$ cat src/rtl/core/bnavg_pkg.sv
// ----------------------------------------------------------------------------
// bnavg_pkg
// Shared widths, register indexes and the front-to-back queue entry type
// for the block binning average unit.
// ----------------------------------------------------------------------------
`default_nettype none

package bnavg_pkg;

  localparam int unsigned MaxWidth  = 4096;
  localparam int unsigned MaxBin    = 16;
  localparam int unsigned PixelBits = 16;
  localparam int unsigned HeightCap = 4096;

  localparam int unsigned ColW    = $clog2(MaxWidth);      // column / position bits
  localparam int unsigned SizeW   = ColW + 1;              // frame size register bits
  localparam int unsigned PosW    = SizeW + 1;             // headroom for bound compares
  localparam int unsigned InBinW  = $clog2(MaxBin);        // offset inside a block
  localparam int unsigned BinW    = InBinW + 1;            // bin factor register bits
  localparam int unsigned SqW     = 2 * InBinW + 1;        // bin factor squared
  localparam int unsigned RowSumW = PixelBits + InBinW;    // one block row of pixels
  localparam int unsigned SumW    = 24;
  localparam int unsigned FracBits = 8;
  localparam int unsigned QuoW    = SumW + FracBits;
  localparam int unsigned CntW    = $clog2(QuoW);

  localparam int unsigned CfgIdxW  = 2;
  localparam int unsigned CfgDataW = 13;

  localparam logic [CfgIdxW-1:0] CfgBinFactor   = 2'd0;
  localparam logic [CfgIdxW-1:0] CfgFrameWidth  = 2'd1;
  localparam logic [CfgIdxW-1:0] CfgFrameHeight = 2'd2;

  localparam logic [BinW-1:0]  BinReset  = 5'd4;
  localparam logic [SizeW-1:0] SizeReset = 13'd2048;

  localparam int unsigned FifoDepth = 4;
  localparam int unsigned FifoAw    = $clog2(FifoDepth);

  // One block row segment handed from the front to the back.
  typedef struct packed {
    logic [ColW-1:0]    addr;
    logic [RowSumW-1:0] row_sum;
    logic               first_row;
    logic               emit;
    logic               frame_end;
  } entry_t;

endpackage

`default_nettype wire

$ cat src/rtl/core/bnavg_fifo.sv
// ----------------------------------------------------------------------------
// bnavg_fifo
// Short queue of block row segments between the front and the back end.
// ----------------------------------------------------------------------------
`default_nettype none

module bnavg_fifo (
  input  wire logic              clk_i,
  input  wire logic              rst_ni,
  input  wire logic              push_i,
  input  wire bnavg_pkg::entry_t data_i,
  output logic                   full_o,
  input  wire logic              pop_i,
  output bnavg_pkg::entry_t      data_o,
  output logic                   empty_o
);

  bnavg_pkg::entry_t store_q [bnavg_pkg::FifoDepth];

  logic [bnavg_pkg::FifoAw-1:0] wr_ptr_q, rd_ptr_q;
  logic [bnavg_pkg::FifoAw:0]   count_q;
  logic                         do_push, do_pop;

  assign full_o  = (count_q == (bnavg_pkg::FifoAw + 1)'(bnavg_pkg::FifoDepth));
  assign empty_o = (count_q == '0);
  assign do_push = push_i && !full_o;
  assign do_pop  = pop_i && !empty_o;
  assign data_o  = store_q[rd_ptr_q];

  always_ff @(posedge clk_i or negedge rst_ni) begin
    if (!rst_ni) begin
      wr_ptr_q <= '0;
      rd_ptr_q <= '0;
      count_q  <= '0;
    end else begin
      if (do_push) begin
        wr_ptr_q <= wr_ptr_q + bnavg_pkg::FifoAw'(1);
      end
      if (do_pop) begin
        rd_ptr_q <= rd_ptr_q + bnavg_pkg::FifoAw'(1);
      end
      if (do_push && !do_pop) begin
        count_q <= count_q + (bnavg_pkg::FifoAw + 1)'(1);
      end else if (do_pop && !do_push) begin
        count_q <= count_q - (bnavg_pkg::FifoAw + 1)'(1);
      end
    end
  end

  always_ff @(posedge clk_i) begin
    if (do_push) begin
      store_q[wr_ptr_q] <= data_i;
    end
  end

endmodule

`default_nettype wire

$ cat config.mk
export PLATFORM = sky130hd
export DESIGN_NAME = bnavg_fifo
export DESIGN_NICKNAME = d
export VERILOG_FILES = /design/src/rtl/core/bnavg_pkg.sv /design/src/rtl/core/bnavg_fifo.sv
export SDC_FILE = /design/constraint.sdc
export NUM_CORES = 1
export LEC_CHECK = 0
export BUFFER_PORTS_ARGS = -buffer_cell sky130_fd_sc_hd__buf_2
export CAP_MARGIN = 20
export CORE_MARGIN = 1.5
export CORE_UTILIZATION = 40
export CTS_CLUSTER_SIZE = 8
export DETAILED_ROUTE_END_ITERATION = 12
export GPL_ROUTABILITY_DRIVEN = 0
export HOLD_SLACK_MARGIN = 0.02
export PLACE_DENSITY = 0.69
export SLEW_MARGIN = 20
export SYNTH_ARGS = -nofsm -noshare
export SYNTH_HDL_FRONTEND = slang
export SYNTH_SLANG_ARGS = --single-unit
$ cat constraint.sdc
create_clock -name clk_i -period 2.35 [get_ports clk_i]
set_clock_uncertainty 0.05 [all_clocks]
set_input_delay 0.235 -clock clk_i [delete_from_list [all_inputs] [get_ports clk_i]]
set_output_delay 0.235 -clock clk_i [all_outputs]
set_load 0.02 [all_outputs]
* Word level (Yosys, flattened, before mapping)
Memory sizes are Yosys's and may differ from the RTL's.
Index checks and enable logic that the tools add are counted.
W data, S select, Z words.
** Storage, ports and cells
- Register bits after elaboration :: 7
- Logic and storage cells :: 23
- Memories :: 1
- Input bits :: 39
- RAM bits :: 140
- Output and inout port bits :: 37
** Memories
- store_q :: words 4, bits a word 35, rd ports 1, clocked after memory_dff 0, write ports 1, line bnavg_fifo.sv:18 : bnavg_pkg::entry_t store_q [bnavg_pkg::FifoDepth];
** Cells by class
- Eq/ne operators :: 1
- Reduce and logical (&&, ||, !) cells :: 10
- Add/sub/neg operators :: 4
- Multiplexer cells :: 4
** Operators with widths (count)
- $mux W3 :: 2
- $add A2 B1 Y2 const B :: 2
- $logic_and A1 B1 Y1 :: 4
- $logic_not A1 Y1 :: 4
- $add A3 B1 Y3 const B :: 1
- $eq A3 B3 Y1 const B :: 1
- $logic_not A3 Y1 :: 1
- $sub A3 B1 Y3 const B :: 1
- $mux W1 :: 2
- $reduce_bool A2 Y1 :: 1

* Logic depth before layout (Yosys ltp)
Gate-level depths: netlist of the first run.
- Depth in word-level cells :: 7
- Depth in mapped cells :: 9
- Depth with buffers taken out :: 8

* Worst setup path after synthesis of the first run
No wires, ideal clock.
- Path type :: register to register
- Start point :: reg count_q[2] (netlist name)
- End point :: mem store_q[2][0] (netlist name) (enable)
- Setup time :: 0.395 ns
- Stages on the path, launching flop included :: 5
- Buffers on the path :: 1
- Data required time :: 1.905 ns
- Clock period less this slack :: 2.164 ns
- Data arrival time :: 1.718 ns
- Setup slack :: 0.186 ns
- Cells stage by stage :: dfrtp_1 -> nor3b_2 -> nor2b_1 -> buf_6 -> and2_1
** On the way
- Cells in the longest elaborated chain, start to end :: 5
** RTL lines
- start: declaration :: line bnavg_fifo.sv:21 : logic [bnavg_pkg::FifoAw:0] count_q;
- start signal: assignment :: line bnavg_fifo.sv:43 : count_q <= count_q + (bnavg_pkg::FifoAw + 1)'(1);
- start signal: assignment :: line bnavg_fifo.sv:45 : count_q <= count_q - (bnavg_pkg::FifoAw + 1)'(1);
- $eq A3 B3 Y1 :: line bnavg_fifo.sv:24 : assign full_o = (count_q == (bnavg_pkg::FifoAw + 1)'(bnavg_pkg::FifoDepth));
- via full_o :: line bnavg_fifo.sv:12 : output logic full_o,
- $logic_not A1 Y1 :: line bnavg_fifo.sv:26 : assign do_push = push_i && !full_o;
- $logic_and A1 B1 Y1 :: line bnavg_fifo.sv:26
- via do_push :: line bnavg_fifo.sv:22 : logic do_push, do_pop;
- $mux W1 :: line bnavg_fifo.sv:51 : if (do_push) begin
- $mux W1 (implied by the code) :: line bnavg_fifo.sv:52 : store_q[wr_ptr_q] <= data_i;
- end: declaration :: line bnavg_fifo.sv:18
The timed path passes the listed nets, and every way through them passes these cells.

* Worst setup path in the final report of the first run
- Start point :: reg count_q[0] (netlist name)
- End point :: reg count_q[2] (netlist name)
** On the way
- Cells in the longest elaborated chain, start to end :: 6
- Elaborated cells on any way between the ends :: 15
- Those cells by class :: add/sub (2); eq/ne (1); mux (2); reduce/logical (10)
** RTL lines
- parallel branches: the longest is 6 deep, another holds $sub A3 B1 Y3
Parallel ways; which one is timed is not known. The select of a mux whose other input is x is not followed.
A chain may end at the register's enable or synchronous reset.

==> results_dict.tcl, run 1 <==
set metrics [dict create \
    outcome "complete, no violations" \
    n_antenna_cell 0 \
    leakagePower_nw 2.51 \
    cts_root_buf "clkbuf_16" \
    synth_xor_area_frac 0.00949 \
    grt_pass1_vias 2803 \
    finalSetupViolations 0 \
    netlist_instances 219 \
    cp_data_required_time_ns 2.63 \
    clkSlewWorstSetupHoldPaths_ns 0.05 \
    fin_crit_sh 0.928 \
    netlist.area_leader.share 0.759 \
    synth_cell_types 21 \
    synth_edf_count 140 \
    cts_sinks 147 \
    dieArea_mm2 0.0146 \
    arrival_ns 2.46 \
    ant_nets 0 \
    endpoint_kind "register" \
    grt_pass1_wl_um 15100 \
    synth.mux.area_fraction 0.152 \
    yosys.area_share.simple 0.0113 \
    yosysMostFrequentCell "edfxtp_1" \
    async_flop_share 0.0476 \
    clk_latency_ns 0.41 \
    vias_per_cell 4.80 \
    netlist_top_cells_area "edfxtp_1 76%, mux4_2 11%, mux4_1 3.3%" \
    grt_max_degree 22 \
    synth_top_area_cell "edfxtp_1" \
    critPathLaunchType "register" \
    synth_top_family_by_area "multiplexers" \
    cts_setup_buffers 0 \
    clock_path_buffers 2 \
    routedWlPerCell_um 17.8 \
    firstDrtPassIters 4 \
    synth-main-ff-cell "edfxtp_1" \
    grt_overflow 0 \
    yosys_warnings 0 \
    power_density_mw_per_mm2 1250 \
    start_util 0.415 \
    wl_um 9610 \
    seq_area_frac_synth 0.791 \
    p_total_mw 8.80 \
    finalMaxSlewViolations 0 \
    fp.coreArea_mm2 0.0133 \
    crit_path_max_fanout 4 \
    rows 42 \
    antenna_found_initial 0 \
    place_hpwl_um 5850 \
    drt_iter0_markers 148 \
    cts_tree "built" \
    fmax_mhz 459 \
    num-fill-cells 1066 \
    grt_use_total 0.145 \
    rsz0062_at_grt "no" \
    syn_avg_cell_area_um2 25.3 \
    fin_hold_ws_ns 0.0719 \
    ctsHtreeMaxLevel 4 \
    areaGrowthSynthToFinish_pct 26.9 \
    drc 0 \
    die_h_um 121 \
    final_nets 397 \
    finalHoldViolCount 0 \
    peakVddDrop_uv 542 \
    ys_seq_elements 147 \
    critPathKind "reg2reg" \
    drv_cap 0 \
    synth_area_mm2 0.00554 \
    tightest_slew_ns 0.469 \
    min_path_type "in2reg" \
    synth_compound_area_frac 0 \
    relSlewSlack 0.687 \
    ys_top_cells_by_count "140 x edfxtp_1, 28 x mux4_2, 7 x dfrtp_1, 7 x mux4_1, 5 x ha_1" \
    cts_buffers 17 \
    min_period_ns 2.18 \
    port_buffers 75 \
    die_x_um 121 \
    drive_gt1_frac 0.404 \
    synth_nets 264 \
    tns_ns 0 \
    via_count 2594 \
    pin_count 76 \
    synthAdderAreaFrac 0.0149 \
]
-- registers in the layout (all words and copies together) (netlist names) --
name and flops:
wr_ptr_q 2, count_q 3, store_q 140, rd_ptr_q 2
-- routing by layer --
layer  GRT usage  wire length, um  up-vias
met5           0                0        -
met3      0.0538              469       12
met4      0.0574              131        0
li1            -                -     1189
met1       0.177             4140     1330
met2       0.235             4870       63
-- power by group --
part / switching (mW) / internal [mW] / leakage (nW)
sequential: 0.211 / 3.48 / 1.36
clock: 0.909 / 1.43 / 0.253
combinational: 1.55 / 1.22 / 0.898
total: 2.67 / 6.13 / 2.51
-- timing repair --
action                                 CTS  global route
gates resized for setup                  0             0
hold buffers                            36             0
endpoints found under the hold margin  147             0
-- kinds of logic (layout without fill, tap and decap cells) --
logic type                 after synthesis  after routing
xor gates and xnor gates                 6              6
adders and majority gates                6              6
buffers and inverters                   13            158
DFF                                    147            147
muxes                                   37             37
and+or+nand+nor                         10             10
-- stage by stage --
stage                     area (um^2)  utilization  setup slack (ns)  std cells
after CTS                        7020        0.526             0.144        540
after detailed placement         6150        0.461             0.146        473
final                            7020        0.526             0.170        540
after global placement           6150        0.461             0.261        473
after global routing             7020        0.526            0.0165        540
after floorplan                  5540            -             0.186        219
-- path summary, 6_finish.rpt --
kind	from	to	slack, ns	cells past startpoint
setup / recovery	count_q[0]$_DFFE_PN0P_	count_q[2]$_DFFE_PN0P_	0.17	8
hold / removal	pop_i	rd_ptr_q[0]$_DFFE_PN0P_	0.07	3
setup reg to reg	count_q[0]$_DFFE_PN0P_	count_q[2]$_DFFE_PN0P_	0.17	8
hold reg to reg	count_q[2]$_DFFE_PN0P_	count_q[2]$_DFFE_PN0P_	0.45	1
max in group asynchronous	rst_ni	rd_ptr_q[1]$_DFFE_PN0P_	1.95	2
min in group asynchronous	rst_ni	count_q[0]$_DFFE_PN0P_	0.13	2
-- area by class of cell --
class	instances	area, um^2	area share
Tap cell	176	220	0.0314
Sequential cell	147	4380	0.624
Clock inverter	8	62.6	0.00891
Multi-Input combinational cell	59	1040	0.149
Inverter	4	15.0	0.00214
Clock buffer	23	448	0.0638
Timing Repair Buffer	123	851	0.121
-- layout by cell type, fill, tap and decap left out, drive strengths merged --
cell,instances
clkinv,7
xnor2,4
nand3,1
mux2,2
xor2,2
nor3b,1
fa,1
dfrtp,7
dlygate4sd3,36
nor2b,1
or3,1
and2,4
mux4,35
buf,87
nor2,1
edfxtp,140
ha,5
clkbuf,23
bufinv,1
nand2,1
inv,4
-- critical path, cell delays in order, from the launching register on --
cell     delay, ns
dfrtp_1       0.43
or3_1         0.44
nand2_1       0.12
ha_1          0.19
inv_1         0.06
fa_1          0.37
xor2_1        0.15
nor2_1        0.12
xor2_1        0.16
Note: power is estimated with default switching activity, not from simulation.
==> inputs of run 2 (changes only) <==
PLACE_DENSITY = 0.71   (was 0.69)
clock period = 1.85 ns   (was 2.35 ns; I/O delays follow)
==> run 2 against run 1 <==
  * The flow now finishes with violations (setup timing)
  * Hold slack got worse by 0.012 ns
  * Sequential power up 25%
  * Power increased by 47%
  * Final cell count up 3.1%
  * Core utilization is 4.0 points higher
  * Global-route usage increased by 0.18 points
  * Sequential cell count is the same
  * First-iteration DRC count up 50%
  * Critical path depth fell by 3
  * Combinational power is 71% higher
  * Sequential share of layout area down 4.4 points
  * Die area is the same
  * Largest power group is now combinational cells
==> results_dict.tcl, run 2 (synthesized netlist as in run 1, its figures left out) <==
set metrics [dict create \
    outcome "complete, but fails checks" \
    violations "setup timing" \
    r2r_start "count_q[1]$_DFFE_PN0P_" \
    fin_crit_sh 1.10 \
    largest-register "store_q" \
    arrival_ns 1.79 \
    critPathLaunchType "register" \
    reg2reg_slack_ns -0.06 \
    ant_nets 0 \
    clock_path_buffers 2 \
    routedWlPerCell_um 18.3 \
    rows 42 \
    final_nets 413 \
    pin_count 76 \
    fmax_mhz 493 \
    fin_hold_ws_ns 0.0600 \
    tightest_slew_ns 0.224 \
    cp.buffers_inverters 4 \
    start_util 0.415 \
    antenna_found_initial 0 \
    min_path_type "in2reg" \
    die_h_um 121 \
    areaGrowthSynthToFinish_pct 36.4 \
    hold_start "pop_i" \
    cts_sinks 147 \
    pre_cts_slack_ns -0.107 \
    final_cell_mix "140 x edfxtp_1, 53 x buf_2, 36 x dlygate4sd3_1" \
    cp_slowest_stage_delay_ns 0.42 \
    path_cells "buf_12 > buf_12 > buf_12 > mux4_2 > buf_6" \
    largest_register_ffs 140 \
    finalSetupViolations 37 \
    grt_pass1_wl_um 15600 \
    crit_path_max_fanout 5 \
    ctsHtreeMaxLevel 4 \
    drv_cap 0 \
    rr_endpoint "count_q[2]$_DFFE_PN0P_" \
    drc 0 \
    clk_latency_ns 0.41 \
    tns_ns -4.84 \
    grt_use_total 0.147 \
    p_total_mw 12.9 \
    cp_common_cell "buf_12" \
    wl_um 10200 \
    n_antenna_cell 0 \
    whs_path_depth 3 \
    firstDrtPassIters 4 \
    leakagePower_nw 2.71 \
    finalHoldViolCount 0 \
    cp_data_required_time_ns 1.62 \
    clkSlewWorstSetupHoldPaths_ns 0.06 \
    dieArea_mm2 0.0146 \
    critPathSlowestCell "mux4_2" \
    drive_gt1_frac 0.472 \
    top_regs "store_q (140), count_q (3)" \
    final_area_mm2 0.00755 \
    grt_max_degree 36 \
    cts_root_buf "clkbuf_16" \
    relSlewSlack 0.850 \
    rsz0062_at_grt "yes" \
    fp.coreArea_mm2 0.0133 \
    reg2regPathDepth 8 \
    hold_end "rd_ptr_q[1]$_DFFE_PN0P_" \
    critPathKind "reg2out" \
    die_x_um 121 \
    endpoint_kind "primary output" \
    place_hpwl_um 6160 \
    finalMaxSlewViolations 0 \
    cts_tree "built" \
    num-fill-cells 999 \
    cts_buffers 17 \
    min_period_ns 2.03 \
    drt_iter0_markers 222 \
    place_area_mm2 0.00631 \
    vias_per_cell 4.77 \
    cp_top_family "buffers and inverters" \
    final_common_cell "edfxtp_1" \
    port_buffers 75 \
    power_density_mw_per_mm2 1710 \
    finalWorstSetupSlack_ns -0.176 \
    peakVddDrop_uv 861 \
    grt_overflow 0 \
    via_count 2656 \
    grt_pass1_vias 2983 \
]
[run 2: changes by cell type in the layout (fill, tap and decap cells not counted), sizes merged]
cell,previous run,this run
buf,87,101
clkinvlp,0,1
clkbuf,23,20
bufinv,1,5
clkinv,7,8
[run 2: tightest hold or removal path: stages]
cell	delay, ns
buf_2	0.12
nand3_1	0.10
xnor2_1	0.07
[run 2: worst max path at each step]
stage | cells after the start | slack [ns] | start | endpoint
floorplan | 7 | -0.14 | count_q[1]$_DFFE_PN0P_ | count_q[1]$_DFFE_PN0P_
global placement | 8 | -0.08 | count_q[0]$_DFFE_PN0P_ | count_q[2]$_DFFE_PN0P_
detailed placement | 8 | -0.11 | count_q[0]$_DFFE_PN0P_ | count_q[2]$_DFFE_PN0P_
CTS | 3 | -0.22 | rd_ptr_q[0]$_DFFE_PN0P_ | data_o[16]
global route | 5 | -0.24 | rd_ptr_q[0]$_DFFE_PN0P_ | data_o[25]
finish | 5 | -0.18 | rd_ptr_q[0]$_DFFE_PN0P_ | data_o[27]
[run 2: area by class of cell]
class / instances / area [um^2] / share of cell area
sequential: 147 / 4380 / 0.580
multi-input combinational: 59 / 1050 / 0.140
clock buffer: 18 / 429 / 0.0568
timing repair buffer: 139 / 1260 / 0.167
tap: 176 / 220 / 0.0292
inverter: 4 / 15.0 / 0.00199
clock inverter: 14 / 191 / 0.0254
[run 2: report_power, final]
| part | internal [mW] | switching [mW] | leakage [nW] |
|---|---|---|---|
| Clock | 2.36 | 1.20 | 0.301 |
| Combinational | 2.44 | 2.31 | 1.05 |
| Sequential | 4.42 | 0.201 | 1.36 |
[run 2: timing repair]
item,4_1_cts,5_1_grt
resized for setup,8,50
buffers inserted,4,3
hold endpoints to repair,147,0
pin swaps,5,3
hold buffers,36,0
setup endpoints to repair,37,38
gates cloned,0,2
[run 2: through the flow]
stage,utilization,instances
floorplan,-,219
detailed placement,0.472,480
CTS,0.550,552
finish,0.566,557
global placement,0.472,480
global route,0.566,557
[run 2: routing by layer]
metal | track usage | wire length, um | vias up
li1 | - | - | 1213
met1 | 0.186 | 4610 | 1360
met2 | 0.240 | 5100 | 74
met3 | 0.0472 | 413 | 9
met4 | 0.0507 | 99 | 0
met5 | 0 | 0 | -
