===== config.mk =====
export PLATFORM = sky130hd
export DESIGN_NAME = bnavg_front
export DESIGN_NICKNAME = d
export VERILOG_FILES = /design/src/rtl/core/bnavg_pkg.sv /design/src/rtl/core/bnavg_front.sv
export SDC_FILE = /design/constraint.sdc
export NUM_CORES = 1
export LEC_CHECK = 0
export BUFFER_PORTS_ARGS = -buffer_cell sky130_fd_sc_hd__buf_2
export CORE_MARGIN = 3
export CORE_UTILIZATION = 56
export CTS_CLUSTER_DIAMETER = 30
export CTS_CLUSTER_SIZE = 8
export DETAILED_ROUTE_END_ITERATION = 12
export PLACE_DENSITY = 0.78
export SYNTH_ARGS = -nofsm -noshare
export SYNTH_HDL_FRONTEND = slang
export SYNTH_SLANG_ARGS = --single-unit

===== constraint.sdc =====
create_clock -name clk_i -period 5.4 [get_ports clk_i]
set_input_delay 0.27 -clock clk_i [delete_from_list [all_inputs] [get_ports clk_i]]
set_output_delay 0.27 -clock clk_i [all_outputs]
set_load 0.05 [all_outputs]

===== src/rtl/core/bnavg_pkg.sv =====
// ----------------------------------------------------------------------------
// bnavg_pkg
// Shared widths, register indexes and the front-to-back queue entry type
// for the block binning average unit.
// ----------------------------------------------------------------------------
`default_nettype none

package bnavg_pkg;

  localparam int unsigned MaxWidth  = 4096;
  localparam int unsigned MaxBin    = 16;
  localparam int unsigned PixelBits = 16;
  localparam int unsigned HeightCap = 4096;

  localparam int unsigned ColW    = $clog2(MaxWidth);      // column / position bits
  localparam int unsigned SizeW   = ColW + 1;              // frame size register bits
  localparam int unsigned PosW    = SizeW + 1;             // headroom for bound compares
  localparam int unsigned InBinW  = $clog2(MaxBin);        // offset inside a block
  localparam int unsigned BinW    = InBinW + 1;            // bin factor register bits
  localparam int unsigned SqW     = 2 * InBinW + 1;        // bin factor squared
  localparam int unsigned RowSumW = PixelBits + InBinW;    // one block row of pixels
  localparam int unsigned SumW    = 24;
  localparam int unsigned FracBits = 8;
  localparam int unsigned QuoW    = SumW + FracBits;
  localparam int unsigned CntW    = $clog2(QuoW);

  localparam int unsigned CfgIdxW  = 2;
  localparam int unsigned CfgDataW = 13;

  localparam logic [CfgIdxW-1:0] CfgBinFactor   = 2'd0;
  localparam logic [CfgIdxW-1:0] CfgFrameWidth  = 2'd1;
  localparam logic [CfgIdxW-1:0] CfgFrameHeight = 2'd2;

  localparam logic [BinW-1:0]  BinReset  = 5'd4;
  localparam logic [SizeW-1:0] SizeReset = 13'd2048;

  localparam int unsigned FifoDepth = 4;
  localparam int unsigned FifoAw    = $clog2(FifoDepth);

  // One block row segment handed from the front to the back.
  typedef struct packed {
    logic [ColW-1:0]    addr;
    logic [RowSumW-1:0] row_sum;
    logic               first_row;
    logic               emit;
    logic               frame_end;
  } entry_t;

endpackage

`default_nettype wire


===== src/rtl/core/bnavg_front.sv =====
// ----------------------------------------------------------------------------
// bnavg_front
// Holds the configuration and the frame position counters, sums each block
// row segment and classifies it into a queue entry for the back end.
// ----------------------------------------------------------------------------
`default_nettype none

module bnavg_front (
  input  wire logic                            clk_i,
  input  wire logic                            rst_ni,
  input  wire logic                            cfg_we_i,
  input  wire logic [bnavg_pkg::CfgIdxW-1:0]   cfg_idx_i,
  input  wire logic [bnavg_pkg::CfgDataW-1:0]  cfg_wdata_i,
  input  wire logic                            accept_i,
  input  wire logic [bnavg_pkg::PixelBits-1:0] pixel_i,
  output logic                                 entry_valid_o,
  output bnavg_pkg::entry_t                    entry_o,
  output logic [bnavg_pkg::SqW-1:0]            bin_sq_o
);

  logic [bnavg_pkg::BinW-1:0]  bin_factor_q;
  logic [bnavg_pkg::SizeW-1:0] frame_width_q, frame_height_q;

  logic [bnavg_pkg::BinW-1:0]   eff_b;
  logic [bnavg_pkg::SizeW-1:0]  eff_w, eff_h;
  logic [bnavg_pkg::InBinW-1:0] b_m1;
  logic [bnavg_pkg::BinW:0]     two_b;
  logic [bnavg_pkg::BinW+1:0]   three_b;

  logic [bnavg_pkg::ColW-1:0]   x_pos_q, x_pos_d, y_pos_q, y_pos_d;
  logic [bnavg_pkg::InBinW-1:0] x_in_q, x_in_d, y_in_q, y_in_d;
  logic [bnavg_pkg::ColW-1:0]   bin_col_q, bin_col_d;
  logic [bnavg_pkg::ColW-1:0]   x_start_q, x_start_d, y_start_q, y_start_d;
  logic [bnavg_pkg::RowSumW-1:0] hsum_q, hsum_sum;

  logic x_in_last, y_in_last, x_wrap, y_wrap;
  logic kept_x, kept_y, last_x_blk, last_y_blk;

  always_comb begin
    if (bin_factor_q == '0) begin
      eff_b = bnavg_pkg::BinW'(1);
    end else if (bin_factor_q > bnavg_pkg::BinW'(bnavg_pkg::MaxBin)) begin
      eff_b = bnavg_pkg::BinW'(bnavg_pkg::MaxBin);
    end else begin
      eff_b = bin_factor_q;
    end
    if (frame_width_q == '0) begin
      eff_w = bnavg_pkg::SizeW'(1);
    end else if (frame_width_q > bnavg_pkg::SizeW'(bnavg_pkg::MaxWidth)) begin
      eff_w = bnavg_pkg::SizeW'(bnavg_pkg::MaxWidth);
    end else begin
      eff_w = frame_width_q;
    end
    if (frame_height_q == '0) begin
      eff_h = bnavg_pkg::SizeW'(1);
    end else if (frame_height_q > bnavg_pkg::SizeW'(bnavg_pkg::HeightCap)) begin
      eff_h = bnavg_pkg::SizeW'(bnavg_pkg::HeightCap);
    end else begin
      eff_h = frame_height_q;
    end
  end

  assign b_m1    = bnavg_pkg::InBinW'(eff_b - bnavg_pkg::BinW'(1));
  assign two_b   = {eff_b, 1'b0};
  assign three_b = {1'b0, two_b} + (bnavg_pkg::BinW + 2)'(eff_b);
  assign bin_sq_o = bnavg_pkg::SqW'(eff_b) * bnavg_pkg::SqW'(eff_b);

  // A block is kept when the next block on its axis still fits in the frame;
  // it is the last kept one when the block after that does not.
  assign kept_x     = (bnavg_pkg::PosW'(x_start_q) + bnavg_pkg::PosW'(two_b))
                      <= bnavg_pkg::PosW'(eff_w);
  assign kept_y     = (bnavg_pkg::PosW'(y_start_q) + bnavg_pkg::PosW'(two_b))
                      <= bnavg_pkg::PosW'(eff_h);
  assign last_x_blk = (bnavg_pkg::PosW'(x_start_q) + bnavg_pkg::PosW'(three_b))
                      > bnavg_pkg::PosW'(eff_w);
  assign last_y_blk = (bnavg_pkg::PosW'(y_start_q) + bnavg_pkg::PosW'(three_b))
                      > bnavg_pkg::PosW'(eff_h);

  assign x_in_last = (x_in_q == b_m1);
  assign y_in_last = (y_in_q == b_m1);
  assign x_wrap    = (bnavg_pkg::SizeW'(x_pos_q) + bnavg_pkg::SizeW'(1)) >= eff_w;
  assign y_wrap    = (bnavg_pkg::SizeW'(y_pos_q) + bnavg_pkg::SizeW'(1)) >= eff_h;

  assign hsum_sum = ((x_in_q == '0) ? '0 : hsum_q) + bnavg_pkg::RowSumW'(pixel_i);

  assign entry_valid_o     = accept_i && x_in_last && kept_x && kept_y;
  assign entry_o.addr      = bin_col_q;
  assign entry_o.row_sum   = hsum_sum;
  assign entry_o.first_row = (y_in_q == '0);
  assign entry_o.emit      = y_in_last;
  assign entry_o.frame_end = last_x_blk && last_y_blk;

  always_comb begin
    x_pos_d   = x_pos_q;
    x_in_d    = x_in_q;
    bin_col_d = bin_col_q;
    x_start_d = x_start_q;
    y_pos_d   = y_pos_q;
    y_in_d    = y_in_q;
    y_start_d = y_start_q;
    if (cfg_we_i) begin
      // any register write restarts the frame
      x_pos_d   = '0;
      x_in_d    = '0;
      bin_col_d = '0;
      x_start_d = '0;
      y_pos_d   = '0;
      y_in_d    = '0;
      y_start_d = '0;
    end else if (accept_i) begin
      if (x_wrap) begin
        x_pos_d   = '0;
        x_in_d    = '0;
        bin_col_d = '0;
        x_start_d = '0;
        if (y_wrap) begin
          y_pos_d   = '0;
          y_in_d    = '0;
          y_start_d = '0;
        end else begin
          y_pos_d = y_pos_q + bnavg_pkg::ColW'(1);
          if (y_in_last) begin
            y_in_d    = '0;
            y_start_d = bnavg_pkg::ColW'(bnavg_pkg::SizeW'(y_start_q)
                                         + bnavg_pkg::SizeW'(eff_b));
          end else begin
            y_in_d = y_in_q + bnavg_pkg::InBinW'(1);
          end
        end
      end else begin
        x_pos_d = x_pos_q + bnavg_pkg::ColW'(1);
        if (x_in_last) begin
          x_in_d    = '0;
          bin_col_d = bin_col_q + bnavg_pkg::ColW'(1);
          x_start_d = bnavg_pkg::ColW'(bnavg_pkg::SizeW'(x_start_q)
                                       + bnavg_pkg::SizeW'(eff_b));
        end else begin
          x_in_d = x_in_q + bnavg_pkg::InBinW'(1);
        end
      end
    end
  end

  always_ff @(posedge clk_i or negedge rst_ni) begin
    if (!rst_ni) begin
      bin_factor_q   <= bnavg_pkg::BinReset;
      frame_width_q  <= bnavg_pkg::SizeReset;
      frame_height_q <= bnavg_pkg::SizeReset;
      x_pos_q        <= '0;
      x_in_q         <= '0;
      bin_col_q      <= '0;
      x_start_q      <= '0;
      y_pos_q        <= '0;
      y_in_q         <= '0;
      y_start_q      <= '0;
    end else begin
      if (cfg_we_i) begin
        unique case (cfg_idx_i)
          bnavg_pkg::CfgBinFactor:   bin_factor_q   <= cfg_wdata_i[bnavg_pkg::BinW-1:0];
          bnavg_pkg::CfgFrameWidth:  frame_width_q  <= cfg_wdata_i;
          bnavg_pkg::CfgFrameHeight: frame_height_q <= cfg_wdata_i;
          default: ;
        endcase
      end
      x_pos_q   <= x_pos_d;
      x_in_q    <= x_in_d;
      bin_col_q <= bin_col_d;
      x_start_q <= x_start_d;
      y_pos_q   <= y_pos_d;
      y_in_q    <= y_in_d;
      y_start_q <= y_start_d;
    end
  end

  always_ff @(posedge clk_i) begin
    if (accept_i) begin
      hsum_q <= hsum_sum;
    end
  end

endmodule

`default_nettype wire


# Word-level counts from Yosys, hierarchy flattened
# Cells that the tools add are included.
[classes]
addsub = 16
mul = 1
n_div = 0
order_cmp = 9
eq_ne = 4
n_shift = 0
n_mux = 36
bitwise = 0
reduce_logical = 20
[ops]
columns = ["operator", "n"]
rows = [
  ["12-bit two-way mux", 20],
  ["13-bit two-way mux", 4],
  ["12-bit by 1-bit adder with 12-bit output (second input constant)", 3],
  ["4-bit two-way mux", 9],
  ["12-bit by 1-bit adder with 13-bit output (second input constant)", 2],
  ["12-bit by 6-bit adder with 13-bit output", 2],
  ["12-bit by 7-bit adder with 13-bit output", 2],
  ["13-bit >= comparator", 2],
  ["13-bit > comparator", 2],
  ["13-bit > comparator (second input constant)", 2],
  ["13-bit <= comparator", 2],
  ["13-bit logical NOT", 2],
  ["12-bit by 5-bit adder with 12-bit output", 2],
  ["20-bit by 16-bit adder with 20-bit output", 1],
  ["20-bit two-way mux", 1],
  ["5-bit two-way mux", 2],
  ["2-bit AND reduction", 5],
  ["5-bit by 5-bit multiplier with 9-bit output", 1],
  ["4-bit by 1-bit adder with 4-bit output (second input constant)", 2],
  ["4-bit equality test", 2],
  ["4-bit logical NOT", 2],
  ["6-bit by 5-bit adder with 7-bit output", 1],
  ["3-bit nonzero test", 2],
  ["5-bit > comparator (second input constant)", 1],
  ["8 further kinds", 12],
]
[totals]
ff_bits = 119
latch_bits = 0
mem_bits_rw = 0
romBits = 0
input_bits = 35
output_inout_bits = 45
mem_count = 0

# Depth between registers and ports, before layout
[logic_depth]
depth_word = 10
depth_mapped = 21
mapped_depth_nobuf = 21

# Least setup slack after synthesis
# No wires, ideal clock.
[synth_path]
path_kind = "register -> output"
startpoint = "register bin_factor_q[4] (netlist bit)"
endpoint = "output entry_valid_o"
arrival_time_ns = 6.058
t_required_ns = 5.130
slack_ns = -0.928
stages_incl_launch_ff = 16
path_cell_list = "dfrtp_1 buf_4 nor2b_1 ha_1 a21o_1 a21oi_1 o21bai_1 a21oi_1 nand3b_1 nor2_1 xor2_1 ha_1 and4_1 a2111oi_0 a31oi_1 a2111oi_0"
[synth_via]
elab_chain_len = 8
word_cells_on_any_way = 13
cone_classes = "3 x add/sub; 3 x order compare; 1 x eq/ne; 2 x mux; 4 x reduce/logical"
[synth_rtl]
columns = ["item", "line", "text"]
rows = [
  ["start, declared", "bnavg_front.sv:21", "logic [bnavg_pkg::BinW-1:0] bin_factor_q;"],
  ["start signal, assigned", "bnavg_front.sv:146", "bin_factor_q <= bnavg_pkg::BinReset;"],
  ["start signal, assigned", "bnavg_front.sv:159", "bnavg_pkg::CfgBinFactor: bin_factor_q <= cfg_wdata_i[bnavg_pkg::BinW-1:0];"],
  ["5-bit > comparator", "bnavg_front.sv:42", "end else if (bin_factor_q > bnavg_pkg::BinW'(bnavg_pkg::MaxBin)) begin"],
  ["5-bit two-way mux", "bnavg_front.sv:42", ""],
  ["5-bit two-way mux (*)", "bnavg_front.sv:40", "if (bin_factor_q == '0) begin"],
  ["parallel branches: the longest is 4 deep, another holds 12-bit by 6-bit adder with 13-bit output", "-", ""],
  ["1-bit logical AND (*)", "bnavg_front.sv:86", "assign entry_valid_o = accept_i && x_in_last && kept_x && kept_y;"],
  ["end, declared", "bnavg_front.sv:16", "output logic entry_valid_o,"],
]
# Mark *: on every way between the ends.

==> results.md <==
- Status: finished, final reports clean
- MaxCap Viol Count: 0
- Share of layout cells above drive strength 1: 15.58%
- Final Hold Fails: 0
- Initial drt markers: approximately 640
- Post-synthesis cell type count: just over 70
- Fillers: approximately 1400
- Most common cell after layout, fill and taps aside: ha_1
- Post-synth EDFFs: 20
- Pwr/cell area: between 400 and 500 nW/um^2
- Worst hold path type: input pin to flip-flop
- CP Class: flip-flop to primary output
- DR vias: 8694
- Tcrit/Tclk final: between 90% and 100%
- Syn Std Cell Area: about 10000 sq um
- # rows: ~50
- Die W: between 100 and 150 microns
- Post-DP HPWL: 19310 microns
- Core area: about 18000 sq um
- Initial core utilization: between 50% and 60%
- Final Non-Filler Cells: approximately 1400
- TritonCTS clock tree: built
- Net count, final: between 1000 and 1500
- Cells after synthesis: roughly 1100
- Post-route DRC: 0
- Area delta synth->final: 12.44%
- Critical Path Sink Type: primary output
- Post-synthesis sequential area ratio: just under 30%
- First-pass GRT wire length: between 40000 and 50000 microns
- Slew margin rel.: between 10% and 20%
- Slew @ Worst Pin: around 1.3 ns
- Gr usage total: between 20% and 30%
- Most frequent cells in the layout: ha_1, nand2_1, dfrtp_1
- Syn Area/Cell: around 9 sq um
- Endpoints failing setup: 0
- Dpl cells: 1407
- CP arrival: approximately 4.9 ns
- TritonRoute pass-1 iters: 5
- GR Overflow Total: 0
- Die H: 142.3 microns
- Antenna violations before repair: 1
- Routed len/inst: 17.94 microns
- Skew final: around 0.013 ns
- Routed Wire Length: roughly 26000 microns
- Vias per cell: 6.029
- Flops & latches, synth: approximately 120
- Critical Path Source Type: flip-flop
- Lkg Pwr: about 0.0056 uW
- H-Tree Depth: 4
- Routability Congestion: just over 0.9
- Max Transition Viols Final: 0
- Top FF cell, synth: dfrtp_1
- Inserted Clock Buffers: 17
- Fmax: 193.8 MHz
- Clk Latency, worst-skew pair: 0.43 ns
- Clk buf depth: 2
- Pin count of the biggest net entering global routing: 61
- Routed Antenna Nets: 0
- Total Power: about 5600 uW
- Die area: 20250 sq um
- Vias in the first global route: ~8400
- Root Buffer: clkbuf_16
- Max FO, Critical Path: 6
- Synth warnings: 0
- Max IR drop VDD: 0.3047 mV
- WP data required: just over 5 ns
- Crit path time final: just over 5 ns
- Ys async rst share: a little over 80%
- Ant diodes: 0
- CTS clk-pin slew, worst paths: roughly 0.06 ns
- Ports: 80
- Port Buffers: 78
- Clk sinks: 119
[where the power goes]
part           internal (uW)  total, uW  switching [uW]
logic                   1200       3210            2010
clock network            642       1110             464
registers               1130       1300             169
total                   2960       5610            2640
[cell usage after synthesis, types with 10 or more instances]
master	n	area [sq um]
and3_1	15	93.84
edfxtp_1	20	600.6
and2_1	27	168.9
o21bai_1	11	82.58
inv_1	58	217.7
nand2b_1	11	68.82
nor4_1	10	62.56
a21oi_1	65	325.3
xnor2_1	62	543.0
xor2_1	30	262.8
nand2_1	97	364.1
o21ai_0	64	320.3
mux2_2	34	382.9
fa_1	10	200.2
ha_1	154	1927
nand3_1	43	215.2
nor2b_1	18	112.6
dfrtp_1	96	2402
nor2_1	47	176.4
a21o_1	37	277.8
clkbuf_1	27	101.4
or3_1	14	87.58
nand4_1	15	93.84
o211ai_1	13	97.59
nor3_1	14	70.07
[registers in the layout, summed over array words and instances (netlist names)]
signal / flops
y_pos_q: 12
y_in_q: 4
y_start_q: 12
frame_width_q: 13
x_start_q: 12
hsum_q: 20
bin_col_q: 12
x_in_q: 4
frame_height_q: 13
x_pos_q: 12
bin_factor_q: 5
[metrics by stage]
| stage | worst slack (ns) | instance area [sq um] | hold slack [ns] | utilization (%) | TNS [ns] |
|---|---|---|---|---|---|
| after detailed placement | 0.3370 | 11050 | 0.2827 | 61.12 | 0 |
| final | 0.2407 | 11700 | 0.09965 | 64.70 | 0 |
| after global routing | -0.03245 | 11700 | 0.1008 | 64.70 | -0.03245 |
| after floorplan | -0.2532 | 10420 | -0.02559 | - | -0.2532 |
| after global placement | 0.4726 | 11050 | 0.2810 | 61.12 | 0 |
| after CTS | 0.04668 | 11640 | 0.08457 | 64.34 | 0 |
[critical path, stage by stage (launching register included)]
cell and delay (ns):
dfrtp_1 0.46, nor2b_1 0.24, buf_4 0.20, inv_1 0.11, fa_1 0.45, inv_1 0.07, a21oi_1 0.07, mux2_4 0.34
ha_1 0.32, a21o_1 0.20, o21a_1 0.20, o21ai_2 0.20, xnor2_1 0.14, ha_1 0.25, and4_1 0.20, a2111oi_4 0.30
o211ai_1 0.16, a221oi_2 0.27, nor3b_2 0.10, buf_6 0.17
[logic make-up after synthesis]
kind of cell	synth area share [%]
adders and majority gates	20.44
other	0.03604
muxes	4.677
AOI/OAI and AO/OA	17.10
xor gates and xnor gates	7.960
buffers and inverters	3.811
and+or+nand+nor	16.36
DFF	29.61
[area by class of cell]
cell class / instances / area [sq um] / area share (%)
clock inverter: 15 / 143.9 / 1.230
timing repair buffer: 96 / 536.8 / 4.587
sequential: 119 / 3082 / 26.34
clock buffer: 17 / 425.4 / 3.636
inverter: 58 / 217.7 / 1.861
tap: 229 / 286.5 / 2.449
multi-input combinational: 908 / 7009 / 59.90
[worst paths after layout]
path | to | cells after the start | slack [ns] | from
max | entry_o[0] | 19 | 0.24 | bin_factor_q[4]
min in group asynchronous | frame_width_q[0] | 2 | 0.39 | rst_ni
min | frame_height_q[8] | 2 | 0.1 | cfg_wdata_i[8]
max reg2reg | y_start_q[7] | 14 | 1.17 | x_pos_q[3]
max in group asynchronous | bin_factor_q[3] | 3 | 3.81 | rst_ni
min reg2reg | y_pos_q[8] | 2 | 0.52 | y_pos_q[8]
[what timing repair did]
item	in CTS	in global routing
setup buffers	0	2
gates resized for setup	2	12
endpoints found under the setup margin	1	1
hold buffers	1	0
pin swaps	0	5
hold endpoints to repair	38	0
[layer usage]
metal / global-route usage (%) / part of all wire, % / vias to the layer above
met5: 0 / 0 / -
met4: 7.804 / 1.8 / 0
met3: 5.309 / 6.0 / 41
met2: 41.52 / 47 / 238
met1: 35.16 / 45 / 4191
li1: - / - / 4224
No activity file was read; power rests on OpenSTA's default activity.
